### src/hw/rtl/ufd_pkg.sv
// ufd_pkg: shared types and constants for the UBX frame deframer.
// Used by ufd_parser and ubx_frame_deframer_core; no dependencies.
`timescale 1ns / 1ps

package ufd_pkg;

    localparam int BYTE_W   = 8;
    localparam int LEN_W    = 16;
    localparam int POS_W    = LEN_W + 1;
    localparam int CFG_IDX_W = 1;

    // Sync and foreign start bytes
    localparam logic [BYTE_W-1:0] SYNC_FIRST  = 8'hB5;
    localparam logic [BYTE_W-1:0] SYNC_SECOND = 8'h62;
    localparam logic [BYTE_W-1:0] START_NMEA  = 8'h24;
    localparam logic [BYTE_W-1:0] START_RTCM  = 8'hD3;

    // Byte positions within a frame
    localparam logic [POS_W-1:0] POS_SYNC1   = POS_W'(0);
    localparam logic [POS_W-1:0] POS_SYNC2   = POS_W'(1);
    localparam logic [POS_W-1:0] POS_CLASS   = POS_W'(2);
    localparam logic [POS_W-1:0] POS_ID      = POS_W'(3);
    localparam logic [POS_W-1:0] POS_LEN_LO  = POS_W'(4);
    localparam logic [POS_W-1:0] POS_LEN_HI  = POS_W'(5);
    localparam logic [POS_W-1:0] POS_PAYLOAD = POS_W'(6);

    // Configuration register indexes
    localparam logic [CFG_IDX_W-1:0] CFG_EXPECTED_CLASS = 1'b0;
    localparam logic [CFG_IDX_W-1:0] CFG_EXPECTED_ID    = 1'b1;

    localparam logic [BYTE_W-1:0] EXPECTED_CLASS_RST = 8'd6;
    localparam logic [BYTE_W-1:0] EXPECTED_ID_RST    = 8'd0;

    typedef enum logic [1:0] {
        START_NONE     = 2'd0,
        START_SEEN_NMEA = 2'd1,
        START_SEEN_RTCM = 2'd2,
        START_BAD_SYNC = 2'd3
    } start_status_t;

    // One result item
    typedef struct packed {
        logic                payload_valid;
        logic [BYTE_W-1:0]   payload_byte;
        logic [LEN_W-1:0]    payload_index;
        logic                frame_done;
        logic                checksum_ok;
        logic                class_id_match;
        logic [BYTE_W-1:0]   frame_class;
        logic [BYTE_W-1:0]   frame_id;
        logic [LEN_W-1:0]    frame_length;
        start_status_t       start_status;
    } ufd_result_t;

endpackage

### src/hw/rtl/ufd_parser.sv
// ufd_parser: frame position tracking, Fletcher-8 sum and per-byte result.
// Depends on ufd_pkg.
`timescale 1ns / 1ps

module ufd_parser (
    input  logic                        clk,
    input  logic                        rst_n,
    input  logic                        fire,
    input  logic [ufd_pkg::BYTE_W-1:0]  rx_byte,
    input  logic [ufd_pkg::BYTE_W-1:0]  expected_class,
    input  logic [ufd_pkg::BYTE_W-1:0]  expected_id,
    output ufd_pkg::ufd_result_t        result
);
    import ufd_pkg::*;

    logic [POS_W-1:0]  pos_reg, pos_next;
    logic [BYTE_W-1:0] class_reg, class_next;
    logic [BYTE_W-1:0] id_reg, id_next;
    logic [LEN_W-1:0]  len_reg, len_next;
    logic [BYTE_W-1:0] sum_a_reg, sum_a_next;
    logic [BYTE_W-1:0] sum_b_reg, sum_b_next;
    logic [BYTE_W-1:0] ck_a_reg, ck_a_next;

    logic [BYTE_W-1:0] sum_a_add;
    logic [BYTE_W-1:0] sum_b_add;
    logic [POS_W-1:0]  offset;
    logic [POS_W-1:0]  len_ext;

    // Fletcher step and payload offset
    assign sum_a_add = sum_a_reg + rx_byte;
    assign sum_b_add = sum_b_reg + sum_a_add;
    assign offset    = pos_reg - POS_PAYLOAD;
    assign len_ext   = {1'b0, len_reg};

    // Next state and result for the byte at the input
    always_comb
    begin
        pos_next   = pos_reg;
        class_next = class_reg;
        id_next    = id_reg;
        len_next   = len_reg;
        sum_a_next = sum_a_reg;
        sum_b_next = sum_b_reg;
        ck_a_next  = ck_a_reg;

        result               = '0;
        result.start_status  = START_NONE;

        case (pos_reg)
            POS_SYNC1:
            begin
                if (rx_byte == SYNC_FIRST)
                    pos_next = POS_SYNC2;
                else if (rx_byte == START_NMEA)
                    result.start_status = START_SEEN_NMEA;
                else if (rx_byte == START_RTCM)
                    result.start_status = START_SEEN_RTCM;
            end
            POS_SYNC2:
            begin
                if (rx_byte == SYNC_SECOND)
                begin
                    pos_next   = POS_CLASS;
                    class_next = '0;
                    id_next    = '0;
                    len_next   = '0;
                    sum_a_next = '0;
                    sum_b_next = '0;
                end
                else
                begin
                    pos_next            = POS_SYNC1;
                    result.start_status = START_BAD_SYNC;
                end
            end
            POS_CLASS:
            begin
                class_next = rx_byte;
                sum_a_next = sum_a_add;
                sum_b_next = sum_b_add;
                pos_next   = POS_ID;
            end
            POS_ID:
            begin
                id_next    = rx_byte;
                sum_a_next = sum_a_add;
                sum_b_next = sum_b_add;
                pos_next   = POS_LEN_LO;
            end
            POS_LEN_LO:
            begin
                len_next   = LEN_W'(rx_byte);
                sum_a_next = sum_a_add;
                sum_b_next = sum_b_add;
                pos_next   = POS_LEN_HI;
            end
            POS_LEN_HI:
            begin
                len_next   = {rx_byte, len_reg[BYTE_W-1:0]};
                sum_a_next = sum_a_add;
                sum_b_next = sum_b_add;
                pos_next   = POS_PAYLOAD;
            end
            default:
            begin
                if (offset < len_ext)
                begin
                    // payload byte
                    result.payload_valid = 1'b1;
                    result.payload_byte  = rx_byte;
                    result.payload_index = offset[LEN_W-1:0];
                    sum_a_next           = sum_a_add;
                    sum_b_next           = sum_b_add;
                    pos_next             = pos_reg + POS_W'(1);
                end
                else if (offset == len_ext)
                begin
                    // CK_A
                    ck_a_next = rx_byte;
                    pos_next  = pos_reg + POS_W'(1);
                end
                else
                begin
                    // CK_B closes the frame
                    result.frame_done     = 1'b1;
                    result.checksum_ok    = (ck_a_reg == sum_a_reg) && (rx_byte == sum_b_reg);
                    result.class_id_match = (class_reg == expected_class)
                                            && (id_reg == expected_id);
                    pos_next              = POS_SYNC1;
                end
            end
        endcase

        result.frame_class  = class_next;
        result.frame_id     = id_next;
        result.frame_length = len_next;
    end

    // Parser state, advanced once per transfer
    always_ff @(posedge clk or negedge rst_n)
    begin
        if (!rst_n)
        begin
            pos_reg   <= POS_SYNC1;
            class_reg <= '0;
            id_reg    <= '0;
            len_reg   <= '0;
            sum_a_reg <= '0;
            sum_b_reg <= '0;
            ck_a_reg  <= '0;
        end
        else if (fire)
        begin
            pos_reg   <= pos_next;
            class_reg <= class_next;
            id_reg    <= id_next;
            len_reg   <= len_next;
            sum_a_reg <= sum_a_next;
            sum_b_reg <= sum_b_next;
            ck_a_reg  <= ck_a_next;
        end
    end

endmodule

### src/hw/rtl/ubx_frame_deframer_core.sv
// ubx_frame_deframer_core: top level of the UBX frame deframer.
// Depends on ufd_pkg and ufd_parser.
`timescale 1ns / 1ps

// Takes one received byte per input transfer and produces exactly one result
// per byte: payload bytes with their index, frame-end flags (checksum and
// class/id match) on CK_B, and a start status for foreign or bad sync bytes.
// A byte is captured in an input register, parsed by short logic and lands in
// an output register. One byte is taken every cycle while the output side
// keeps up; the single parser update per byte sets that rate. Write
// expected_class (index 0) and expected_id (index 1) only while no byte is
// in flight.
module ubx_frame_deframer_core (
    input  logic                          clk,
    input  logic                          rst_n,
    // byte input
    input  logic                          in_valid,
    output logic                          in_ready,
    input  logic [ufd_pkg::BYTE_W-1:0]    rx_byte,
    // result output
    output logic                          out_valid,
    input  logic                          out_ready,
    output logic                          payload_valid,
    output logic [ufd_pkg::BYTE_W-1:0]    payload_byte,
    output logic [ufd_pkg::LEN_W-1:0]     payload_index,
    output logic                          frame_done,
    output logic                          checksum_ok,
    output logic                          class_id_match,
    output logic [ufd_pkg::BYTE_W-1:0]    frame_class,
    output logic [ufd_pkg::BYTE_W-1:0]    frame_id,
    output logic [ufd_pkg::LEN_W-1:0]     frame_length,
    output logic [1:0]                    start_status,
    // configuration
    input  logic                          cfg_we,
    input  logic [ufd_pkg::CFG_IDX_W-1:0] cfg_index,
    input  logic [ufd_pkg::BYTE_W-1:0]    cfg_data
);
    import ufd_pkg::*;

    logic              in_valid_reg;
    logic [BYTE_W-1:0] byte_reg;
    logic              out_valid_reg;
    ufd_result_t       out_reg;
    ufd_result_t       result;
    logic              adv;
    logic [BYTE_W-1:0] exp_class_reg;
    logic [BYTE_W-1:0] exp_id_reg;

    // Pipeline handshake
    assign adv      = in_valid_reg && (!out_valid_reg || out_ready);
    assign in_ready = !in_valid_reg || adv;

    // Configuration registers
    always_ff @(posedge clk or negedge rst_n)
    begin
        if (!rst_n)
        begin
            exp_class_reg <= EXPECTED_CLASS_RST;
            exp_id_reg    <= EXPECTED_ID_RST;
        end
        else if (cfg_we)
        begin
            case (cfg_index)
                CFG_EXPECTED_CLASS: exp_class_reg <= cfg_data;
                CFG_EXPECTED_ID:    exp_id_reg    <= cfg_data;
                default:            ;
            endcase
        end
    end

    // Valid flags
    always_ff @(posedge clk or negedge rst_n)
    begin
        if (!rst_n)
        begin
            in_valid_reg  <= 1'b0;
            out_valid_reg <= 1'b0;
        end
        else
        begin
            if (in_ready)
                in_valid_reg <= in_valid;
            if (adv)
                out_valid_reg <= 1'b1;
            else if (out_ready)
                out_valid_reg <= 1'b0;
        end
    end

    // Payload registers
    always_ff @(posedge clk)
    begin
        if (in_valid && in_ready)
            byte_reg <= rx_byte;
        if (adv)
            out_reg <= result;
    end

    ufd_parser u_parser (
        .clk            (clk),
        .rst_n          (rst_n),
        .fire           (adv),
        .rx_byte        (byte_reg),
        .expected_class (exp_class_reg),
        .expected_id    (exp_id_reg),
        .result         (result)
    );

    // Output ports
    assign out_valid      = out_valid_reg;
    assign payload_valid  = out_reg.payload_valid;
    assign payload_byte   = out_reg.payload_byte;
    assign payload_index  = out_reg.payload_index;
    assign frame_done     = out_reg.frame_done;
    assign checksum_ok    = out_reg.checksum_ok;
    assign class_id_match = out_reg.class_id_match;
    assign frame_class    = out_reg.frame_class;
    assign frame_id       = out_reg.frame_id;
    assign frame_length   = out_reg.frame_length;
    assign start_status   = out_reg.start_status;

    // Checks
    a_done_not_payload: assert property (@(posedge clk) disable iff (!rst_n)
        out_valid_reg |-> !(out_reg.frame_done && out_reg.payload_valid))
        else $error("frame end and payload byte in one result");

    a_done_no_status: assert property (@(posedge clk) disable iff (!rst_n)
        (out_valid_reg && out_reg.frame_done) |-> (out_reg.start_status == START_NONE))
        else $error("start status reported on frame end");

    a_index_in_range: assert property (@(posedge clk) disable iff (!rst_n)
        (out_valid_reg && out_reg.payload_valid)
        |-> (out_reg.payload_index < out_reg.frame_length))
        else $error("payload index beyond declared length");

    a_input_held: assert property (@(posedge clk) disable iff (!rst_n)
        (in_valid_reg && !adv) |=> (in_valid_reg && $stable(byte_reg)))
        else $error("input register lost a stalled byte");

endmodule

### config.mk
export PLATFORM = sky130hd
export DESIGN_NAME = ubx_frame_deframer_core
export DESIGN_NICKNAME = d
export VERILOG_FILES = /design/src/hw/rtl/ufd_pkg.sv /design/src/hw/rtl/ufd_parser.sv /design/src/hw/rtl/ubx_frame_deframer_core.sv
export SDC_FILE = /design/constraint.sdc
export NUM_CORES = 1
export LEC_CHECK = 0
export BUFFER_PORTS_ARGS = -buffer_cell sky130_fd_sc_hd__buf_2
export CAP_MARGIN = 10
export CORE_MARGIN = 1.5
export CORE_UTILIZATION = 59
export CTS_CLUSTER_DIAMETER = 200
export DETAILED_ROUTE_END_ITERATION = 6
export GPL_TIMING_DRIVEN = 1
export PLACE_DENSITY = 0.8
export SLEW_MARGIN = 20
export SYNTH_ARGS = -nofsm -noshare
export SYNTH_HDL_FRONTEND = slang
export SYNTH_HIERARCHICAL = 1
export SYNTH_SLANG_ARGS = --single-unit
### constraint.sdc
create_clock -name clk -period 4.94 [get_ports clk]
set_clock_uncertainty 0.05 [all_clocks]
set_input_delay 0.494 -clock clk [delete_from_list [all_inputs] [get_ports clk]]
set_output_delay 0.494 -clock clk [all_outputs]
set_load 0.005 [all_outputs]
==> impl_results.md, run 1 <==
* Switch Pwr at 2.14 mW
* Length in cells of the worst reg-to-reg path at 13
* Crit path launch: u_parser/pos_reg[7]
* Via count at about 6,000
* Mean Syn Cell Area at 11.8 um2
* Compound-gate portion of the synthesized area at 13.5%
* Required time worst endpoint at 5.24 ns
* Final-report max-slew violation count at 0
* Gr usage total at between 20% and 30%
* Total wire length at 18,800 um
* Max FFs per register at 17
* Critical Path AT at 4.76 ns
* F_max at 224 MHz
* Layout cells sized above 1 at a little over a fifth
* GP Congestion at 0.965
* Tightest Pin Transition at between 0.7 and 0.8 ns
* Simple-gate portion of the synthesized area at 13.3%
* Crit end category: flop
* Antenna violations before repair at 0
* Setup tns final at 0 ns
* Routed Antenna Nets at 0
* First-pass GRT wire length at roughly 30,000 um
* Crit-path cells: or3_1 > or3_1 > nor4_1 > xor2_1 > ha_1 > nand4_1 > nor3_1 > a21boi_0 > nor4_1 > o22a_2 > o21a_1 > buf_4 > mux2i_1
* Clk sinks at 161
* R2r startpoint: u_parser/pos_reg[7]
* Post-Syn Area at about 8400 um2
* Number of global-route vias before repair at 6,132
* Seq cells post-synth at ~160
* Vias per Instance at 6.12
* Fin crit period at ~4.5 ns
* Async set-or-reset flop fraction in the synthesized netlist at 56.5%
* Hold Crit Class: primary input to flop
* Commonest non-fill, non-tap cell in the layout: dfrtp_1
* Die Height at 122 um
* Post-synth EDFFs at 70
* Max-capacitance violation count at 0
* Worst Setup EP: u_parser/sum_a_reg[3]
* Fin. Hold Viols at 0
* DRC viols at 0
* Post-place instance area at about 9000 um2
* Xor/xnor share of the synthesized area at 5.53%
* Sw frac at 37.7%
* Cell-internal power at 3.54 mW
* Syn_nets at 773
* # Post-CTS Setup Buffers at 0
* Post-synthesis mux area share at under 10%
* Slew headroom at 47.1%
* Area Growth Syn to Fin at 12.4%
* RSZ-0062 raised after global routing: false
* CP max-delay cell: o21a_1
* Diodes inserted at 0
* Maximum VDD drop at 313 uV
* Seq/Total Area, Yosys at 52.2%
* R2R Path End: u_parser/sum_a_reg[3]
* Post-DP HPWL at 13,500 um
* Main combinational cell family by area after synthesis: compound AO/OA/AOI/OAI gates
* Largest net degree at the start of global routing at 64
* Yosys warnings at 6
* Crit Path Max Fanout at 13
* Reg2Reg Setup Slack at 0.48 ns
* Synth Area in Adders at 5.69%
* Sequential power share at 37.3%
* Most frequent cells in the layout: dfrtp_1 (89), buf_2 (84), a22o_1 (73)
* IO buf count at 85
* Cell variety after synth at 69
* CP Class: flop to flop
* Pwr Density at 602 nW/um2
* Final setup viols at 0
* Power share of the clock group at a little over a fifth
* WL per Instance at just under 20 um
* Most used DFF post-synth: dfrtp_1
* TritonCTS Buffers at 17
* DR iter-0 viols at roughly 450
* Die area at 15,000 um2
* Nets at roughly 840
* Logic pwr share at 41.6%
* CTS max path bufs at 2
* Final WS setup at 0.482 ns
* Status: complete, no violations
* First-pass DRT Iterations at 5
* Final period util at approximately nine tenths
* CTS tree: built
* Cell area after layout at between 9000 and 10,000 um2
* IO Pins at 86
* Fill cell count at 1,011
* Clock transition at path regs at 0.07 ns
* Die X at ~120 um
* Starting Density at 60.5%
* Worst slack, placed at 0.520 ns
* Worst skew pair latency at roughly 0.43 ns
* Pleak at ~4.3 nW
* Element type at the critical path start: flop
* Core region area at around 14,000 um2
* Grt ovf at 0
* Root Driver: clkbuf_16
* # H-tree levels at 4
* Row cnt at 43
* Critical path's largest stage delay at 0.58 ns
* Cells after Synth at 714
[logic make-up (layout without fill, tap and decap cells)]
| group | after synthesis | in the layout |
|---|---|---|
| buffers and inverters | 77 | 161 |
| XOR/XNOR | 53 | 53 |
| multiplexers | 42 | 42 |
| flip-flops | 161 | 161 |
| AO/OA/AOI/OAI | 146 | 146 |
| AND/OR/NAND/NOR | 198 | 198 |
| adder cells (fa/ha/maj) | 37 | 37 |
[worst min path at each step]
stage / start / to / cells past startpoint
5_1_grt: rx_byte[3] / byte_reg[3] / 1
3_5_place_dp: rst_n / exp_class_reg[7] / 1
3_3_place_gp: rst_n / exp_class_reg[7] / 1
6_report: rx_byte[1] / byte_reg[1] / 1
4_1_cts: rx_byte[1] / byte_reg[1] / 1
2_1_floorplan: rst_n / exp_class_reg[0] / 0
[power groups by stage]
| stage | Sequential (mW) | Clock, mW | Combinational [mW] |
|---|---|---|---|
| floorplan | 2.05 | 0 | 1.79 |
| global placement | 2.12 | 0 | 2.19 |
| detailed placement | 2.14 | 0 | 2.33 |
| CTS | 2.12 | 1.21 | 2.35 |
| global route | 2.16 | 1.27 | 2.64 |
| finish | 2.12 | 1.20 | 2.36 |
[what timing repair did]
| item | in CTS | in global routing |
|---|---|---|
| endpoints found under the setup margin | 0 | 0 |
| endpoints found under the hold margin | 26 | 0 |
| hold buffers | 1 | 0 |
| resized for setup | 0 | 0 |
[metal layers]
layer,share of wire (%),vias to the layer above,track usage (%)
met5,0,-,0
met4,3.3,0,14.2
met3,5.5,46,5.48
met2,51,208,43.8
met1,40,2960,32.9
li1,-,2775,-
[worst max-delay path, delay by kind of cell, from the launching register on]
kind,cells,cell delay [ns]
buffers and inverters,1,0.26
xor gates and xnor gates,1,0.26
DFF,1,0.48
muxes,1,0.20
and+or+nand+nor,6,1.86
adders and majority gates,1,0.28
AOI/OAI and AO/OA,3,0.99
[cell type report]
| type | instances | area (um2) | area share (%) |
|---|---|---|---|
| Inverter | 36 | 135 | 1.43 |
| Timing Repair Buffer | 93 | 490 | 5.20 |
| Sequential cell | 161 | 4380 | 46.4 |
| Clock inverter | 14 | 109 | 1.15 |
| Tap cell | 180 | 225 | 2.39 |
| Multi-Input combinational cell | 476 | 3670 | 38.9 |
| Clock buffer | 18 | 429 | 4.55 |
[Yosys cell counts, types with 9 or more instances]
cell	count	area [um2]
nor3_1	20	100
inv_1	36	135
and3_1	35	219
dfrtp_1	89	2230
clkbuf_1	28	105
ha_1	35	438
nand2_1	30	113
nor4_1	17	106
mux2i_1	9	90.1
edfxtp_1	70	2100
mux2_2	30	338
nor2_1	35	131
a22o_1	73	639
o21ai_0	17	85.1
nor2b_1	11	68.8
xor2_1	47	412
a21oi_1	15	75.1
[through the flow]
stage / instances / util (%) / power [mW] / hold slack (ns)
after detailed placement: 945 / 64.0 / 4.46 / 0.389
after floorplan: 714 / - / 3.83 / 0.148
after global placement: 945 / 64.0 / 4.31 / 0.378
final: 978 / 68.0 / 5.69 / 0.182
after CTS: 978 / 68.0 / 5.68 / 0.172
after global routing: 978 / 68.0 / 6.07 / 0.170
(Power assumes the default switching activity.)
==> run 2: changes to the inputs <==
--- a/config.mk
+++ b/config.mk
@@ -13,6 +13,7 @@
 export DETAILED_ROUTE_END_ITERATION = 6
 export GPL_TIMING_DRIVEN = 1
 export PLACE_DENSITY = 0.8
+export RECOVER_POWER = 25
 export SLEW_MARGIN = 20
 export SYNTH_ARGS = -nofsm -noshare
 export SYNTH_HDL_FRONTEND = slang
==> run 2 against run 1 <==
The run now ends with capacitance limit, slew limit left. Non-clock buffer count unchanged. Sequential cell count unchanged. Total power down 0.12%. Clock power is essentially flat. Critical endpoint unchanged. Largest cell class unchanged.
==> impl_results.md, run 2 (synthesis results as in run 1) <==
* Status: finished with violations
* Failing checks: capacitance limit, slew limit
* Post-DP HPWL at 13,500 um (unchanged)
* Pwr Density at 604 nW/um2 (+0.24%)
* Grt met1 use at 32.9% (unchanged)
* Diodes inserted at 0 (unchanged)
* RSZ-0062 raised after global routing: false
* Setup tns final at 0 ns (unchanged)
* Worst skew pair latency at 0.43 ns (about the same)
* Root Driver: clkbuf_16
* Hold Crit Class: primary input to flop
* Antenna violations before repair at 0 (unchanged)
* Most frequent cells in the layout: dfrtp_1 (89), buf_2 (75), a22o_1 (73)
* Post_cts resized at 0 (unchanged)
* Buffers & Inverters on Critical Path at 1 (unchanged)
* Row cnt at 43 (unchanged)
* Crit end category: flop
* M3 GR Usage at 5.48% (unchanged)
* Top delay family on crit path: simple AND/OR/NAND/NOR gates
* Fin crit period at 4.43 ns (-0.0298 ns)
* Via count at 6,009 (+0.33%)
* Final setup viols at 0 (unchanged)
* Length in cells of the worst reg-to-reg path at 13 (unchanged)
* CTS tree: built
* TritonCTS Buffers at 17 (unchanged)
* Hold Crit Depth at 1 (unchanged)
* CTS max path bufs at 2 (unchanged)
* Die X at 122 um (unchanged)
* Pleak at 4.26 nW (-1.0%)
* First-pass DRT Iterations at 5 (unchanged)
* Starting Density at 60.5% (unchanged)
* F_max at 226 MHz (+0.67%)
* Die area at 15,000 um2 (unchanged)
* Crit-path cells: or3_1 > or3_1 > nor4_1 > xor2_1 > ha_1 > nand4_1 > nor3_1 > a21boi_0 > nor4_1 > o22a_2 > o21a_1 > buf_4 > mux2i_1
* Element type at the critical path start: flop
* Required time worst endpoint at 5.24 ns (about the same)
* Most used routing layer: met2
* Die Height at 122 um (unchanged)
* CP Class: flop to flop
* # H-tree levels at 4 (unchanged)
* Grt ovf at 0 (unchanged)
* Slew headroom at -4.63% (-52 points)
* Clock transition at path regs at 0.07 ns (about the same)
* Clk sinks at 161 (unchanged)
* Maximum VDD drop at 313 uV (+0.19%)
* WL per Instance at 19.2 um (-0.42%)
* Core region area at 13,900 um2 (unchanged)
* Total wire length at 18,800 um (-0.42%)
* Grt met2 use at 43.8% (unchanged)
* Pwr Total at 5.68 mW (-0.12%)
* DR iter-0 viols at 427 (-5.5%)
* Crit Path Max Fanout at 13 (unchanged)
* Layout cells sized above 1 at 19.7% (-1.9 points)
* Routed Antenna Nets at 0 (unchanged)
* Critical path's largest stage delay at 0.58 ns (about the same)
* Number of global-route vias before repair at 6,132 (unchanged)
* Nets at 844 (unchanged)
* Reg2Reg Setup Slack at 0.51 ns (+0.03 ns)
* DRC viols at 0 (unchanged)
* Final-report max-slew violation count at 30 (+30)
* Fin. Hold Viols at 0 (unchanged)
* First-pass GRT wire length at 30,200 um (unchanged)
* Final period util at 89.6% (-0.60 points)
* IO buf count at 85 (unchanged)
* Area Growth Syn to Fin at 12.0%
* Tightest Pin Transition at 1.57 ns (+0.775 ns)
* Max FFs per register at 17 (unchanged)
* Commonest non-fill, non-tap cell in the layout: dfrtp_1
* GP Congestion at 0.965 (unchanged)
* Crit. path cell count at 13 (unchanged)
* Gr usage total at 26.5% (unchanged)
* IO Pins at 86 (unchanged)
* Max-capacitance violation count at 1 (+1)
* Critical Path AT at 4.73 ns (-0.03 ns)
* Largest net degree at the start of global routing at 64 (unchanged)
* Vias per Instance at 6.14 (+0.33%)
* CP max-delay cell: o21a_1
## run 2: changes by cell type in the layout (fill, tap and decap cells not counted), sizes merged
cell and change:
buf -8, clkbuf +8
## run 2: metrics by stage
step | hold WS [ns] | worst slack [ns] | utilization (%) | cell area (um2) | std cells
detailed placement | 0.389 | 0.520 | 64.0 | 8890 | 945
global route | 0.170 | 0.203 | 67.7 | 9400 | 978
finish | 0.186 | 0.512 | 67.7 | 9400 | 978
floorplan | 0.148 | 1.22 | - | 8390 | 714
global placement | 0.378 | 0.742 | 64.0 | 8890 | 945
CTS | 0.172 | 0.540 | 68.0 | 9440 | 978
## run 2: worst reg2reg max path, delay by kind of cell (launching register included)
kind	cells	cell delay, ns
AO/OA/AOI/OAI	3	0.98
XOR/XNOR	1	0.26
adder cells (fa/ha/maj)	1	0.28
buffers and inverters	1	0.27
flip-flops	1	0.47
multiplexers	1	0.20
AND/OR/NAND/NOR	6	1.84
## run 2: what timing repair did
item / in CTS / in global routing
hold endpoints to repair: 26 / 0
hold buffers: 1 / 0
setup buffers: 0 / 0
## run 2: worst paths after layout
path | startpoint | endpoint
worst max-delay path | u_parser/pos_reg[7] | u_parser/sum_a_reg[3]
worst min-delay path | rx_byte[1] | byte_reg[1]
worst max register to register | u_parser/pos_reg[7] | u_parser/sum_a_reg[3]
worst min register to register | in_valid_reg | out_valid
min in group asynchronous | rst_n | exp_class_reg[7]
max in group asynchronous | rst_n | u_parser/len_reg[8]
## run 2: layout make-up
cell class,instances,area (um2)
Fill cell,1027,4480
Sequential cell,161,4380
Multi-Input combinational cell,476,3650
Timing Repair Buffer,93,475
Clock buffer,18,429
Tap cell,180,225
Inverter,36,135
Clock inverter,14,109
## run 2: per-layer routing
metal | routed length (um) | part of all wire, %
met1 | 7530 | 40
met2 | 9460 | 50
met4 | 669 | 3.6
met5 | 0 | 0
met3 | 1100 | 5.9
## run 2: power by group
part	internal (mW)	switching [mW]
clock network	0.649	0.550
registers	1.81	0.312
logic	1.08	1.28
total	3.54	2.14
==> run 3: changes to the inputs <==
--- a/config.mk
+++ b/config.mk
@@ -9,6 +9,7 @@
 export CAP_MARGIN = 10
 export CORE_MARGIN = 1.5
 export CORE_UTILIZATION = 59
+export CTS_BUF_LIST = sky130_fd_sc_hd__clkbuf_16
 export CTS_CLUSTER_DIAMETER = 200
 export DETAILED_ROUTE_END_ITERATION = 6
 export GPL_TIMING_DRIVEN = 1
==> run 3 against run 2 <==
The run still ends with capacitance limit, slew limit left. Hold slack got worse by 0.0027 ns. Wire length rose by 0.38%. Clock-buffer cell count is 1 lower. Sequential share of layout area stayed put.
==> impl_results.md, run 3 (synthesis results as in run 1) <==
* Critical path's largest stage delay at 0.58 ns (about the same)
* Slew headroom at -5.68% (-1.0 points)
* Critical Path AT at 4.75 ns (+0.02 ns)
* Die area at 15,000 um2 (unchanged)
* Tightest Pin Transition at 1.59 ns (+0.0157 ns)
* Final period util at 90.0% (+0.39 points)
* Post_cts resized at 0 (unchanged)
* Pwr Total at 5.68 mW (about the same)
* F_max at 225 MHz (-0.43%)
* First-pass DRT Iterations at 5 (unchanged)
* Fin. Hold Viols at 0 (unchanged)
* Clock transition at path regs at 0.07 ns (about the same)
* Post-DP HPWL at 13,500 um (unchanged)
* Required time worst endpoint at 5.24 ns (about the same)
* Row cnt at 43 (unchanged)
* Hold Crit Class: primary input to flop
* Clk sinks at 161 (unchanged)
* CP Class: flop to flop
* Fill cell count at 1,027 (unchanged)
* Grt ovf at 0 (unchanged)
* Most frequent cells in the layout: dfrtp_1 (89), buf_2 (75), a22o_1 (73)
* Buffers & Inverters on Critical Path at 1 (unchanged)
* Number of global-route vias before repair at 6,132 (unchanged)
* CTS max path bufs at 2 (unchanged)
* Root Driver: clkbuf_16
* Post-cts hold buffer count at 1 (unchanged)
* Layout cells sized above 1 at 19.7% (unchanged)
* Crit-path cells: or3_1 > or3_1 > nor4_1 > xor2_1 > ha_1 > nand4_1 > nor3_1 > a21boi_0 > nor4_1 > o22a_2 > o21a_1 > buf_4 > mux2i_1
* RSZ-0062 raised after global routing: false
* IO Pins at 86 (unchanged)
* CTS tree: built
* IO buf count at 85 (unchanged)
* Failing checks: capacitance limit, slew limit
* Commonest non-fill, non-tap cell in the layout: dfrtp_1
* Via count at 6,037 (+0.47%)
* Area Growth Syn to Fin at 12.0% (unchanged)
* Nets at 844 (unchanged)
* Total wire length at 18,800 um (+0.38%)
* Gr usage total at 26.5% (unchanged)
* # H-tree levels at 4 (unchanged)
* CP max-delay cell: o21a_1
* GP Congestion at 0.965 (unchanged)
* TritonCTS Buffers at 17 (unchanged)
* Status: finished with violations
* # Post-CTS Setup Buffers at 0 (unchanged)
* Max FFs per register at 17 (unchanged)
* Final WS setup at 0.493 ns (-0.0191 ns)
* Crit Path Max Fanout at 13 (unchanged)
* Setup tns final at 0 ns (unchanged)
* Core region area at 13,900 um2 (unchanged)
* Element type at the critical path start: flop
* Starting Density at 60.5% (unchanged)
* Diodes inserted at 0 (unchanged)
* Largest net degree at the start of global routing at 64 (unchanged)
* First-pass GRT wire length at 30,200 um (unchanged)
* Maximum VDD drop at 312 uV (-0.28%)
* Antenna violations before repair at 0 (unchanged)
* Pleak at 4.26 nW (about the same)
* Crit end category: flop
* Die Height at 122 um (unchanged)
* Core Util, Final at 67.7% (unchanged)
* Final non-filler cell total at 978 (unchanged)
* Vias per Instance at 6.17 (+0.47%)
* Top delay family on crit path: simple AND/OR/NAND/NOR gates
* Worst skew pair latency at 0.43 ns (about the same)
* Final-report max-slew violation count at 30 (unchanged)
* Final setup viols at 0 (unchanged)
* Die X at 122 um (unchanged)
* Max-capacitance violation count at 1 (unchanged)
* Worst slack, placed at 0.520 ns (unchanged)
* WL per Instance at 19.2 um (+0.38%)
* Routed Antenna Nets at 0 (unchanged)
* Pwr Density at 604 nW/um2 (about the same)
* DR iter-0 viols at 438 (+2.6%)
* Fin crit period at 4.45 ns (+0.0191 ns)
* DRC viols at 0 (unchanged)
* Dpl cells at 945 (unchanged)
==> run 3: cell count changes in the layout (fill, tap and decap cells not counted), sizes merged <==
cell / before / now
clkbuf: 26 / 25
inv: 40 / 41
==> run 3: routing by layer <==
layer | global-route usage [%] | share of wire [%] | up-vias
met3 | 5.48 | 5.8 | 46
met2 | 43.8 | 51 | 229
met5 | 0 | 0 | -
met4 | 14.2 | 3.3 | 0
li1 | - | - | 2777
met1 | 32.9 | 40 | 2985
==> run 3: final timing paths <==
path / depth (start not counted) / startpoint / endpoint / slack [ns]
worst max-delay path: 13 / u_parser/pos_reg[7] / u_parser/sum_a_reg[3] / 0.49
worst min-delay path: 1 / rx_byte[1] / byte_reg[1] / 0.18
worst max register to register: 13 / u_parser/pos_reg[7] / u_parser/sum_a_reg[3] / 0.49
worst min register to register: 1 / in_valid_reg / out_valid / 0.44
max in group asynchronous: 3 / rst_n / u_parser/len_reg[8] / 2.33
min in group asynchronous: 2 / rst_n / exp_class_reg[7] / 0.94
==> run 3: where the power goes <==
| part | switching (mW) | internal [mW] | total (mW) |
|---|---|---|---|
| sequential | 0.312 | 1.81 | 2.12 |
| combinational | 1.28 | 1.08 | 2.36 |
| clock | 0.553 | 0.647 | 1.20 |
==> run 3: through the flow <==
step | cell area (um2) | hold WS (ns)
after floorplan | 8390 | 0.148
after global placement | 8890 | 0.378
after detailed placement | 8890 | 0.389
after CTS | 9440 | 0.172
after global routing | 9400 | 0.170
final | 9400 | 0.183
==> run 3: final cells by class <==
class	instances	area [um2]	area share (%)
clock buffers	17	425	4.52
clock inverters	15	113	1.20
inverters	36	135	1.44
multi-input cells	476	3650	38.8
flip-flops and latches	161	4380	46.6
well taps	180	225	2.39
repair buffers	93	475	5.06
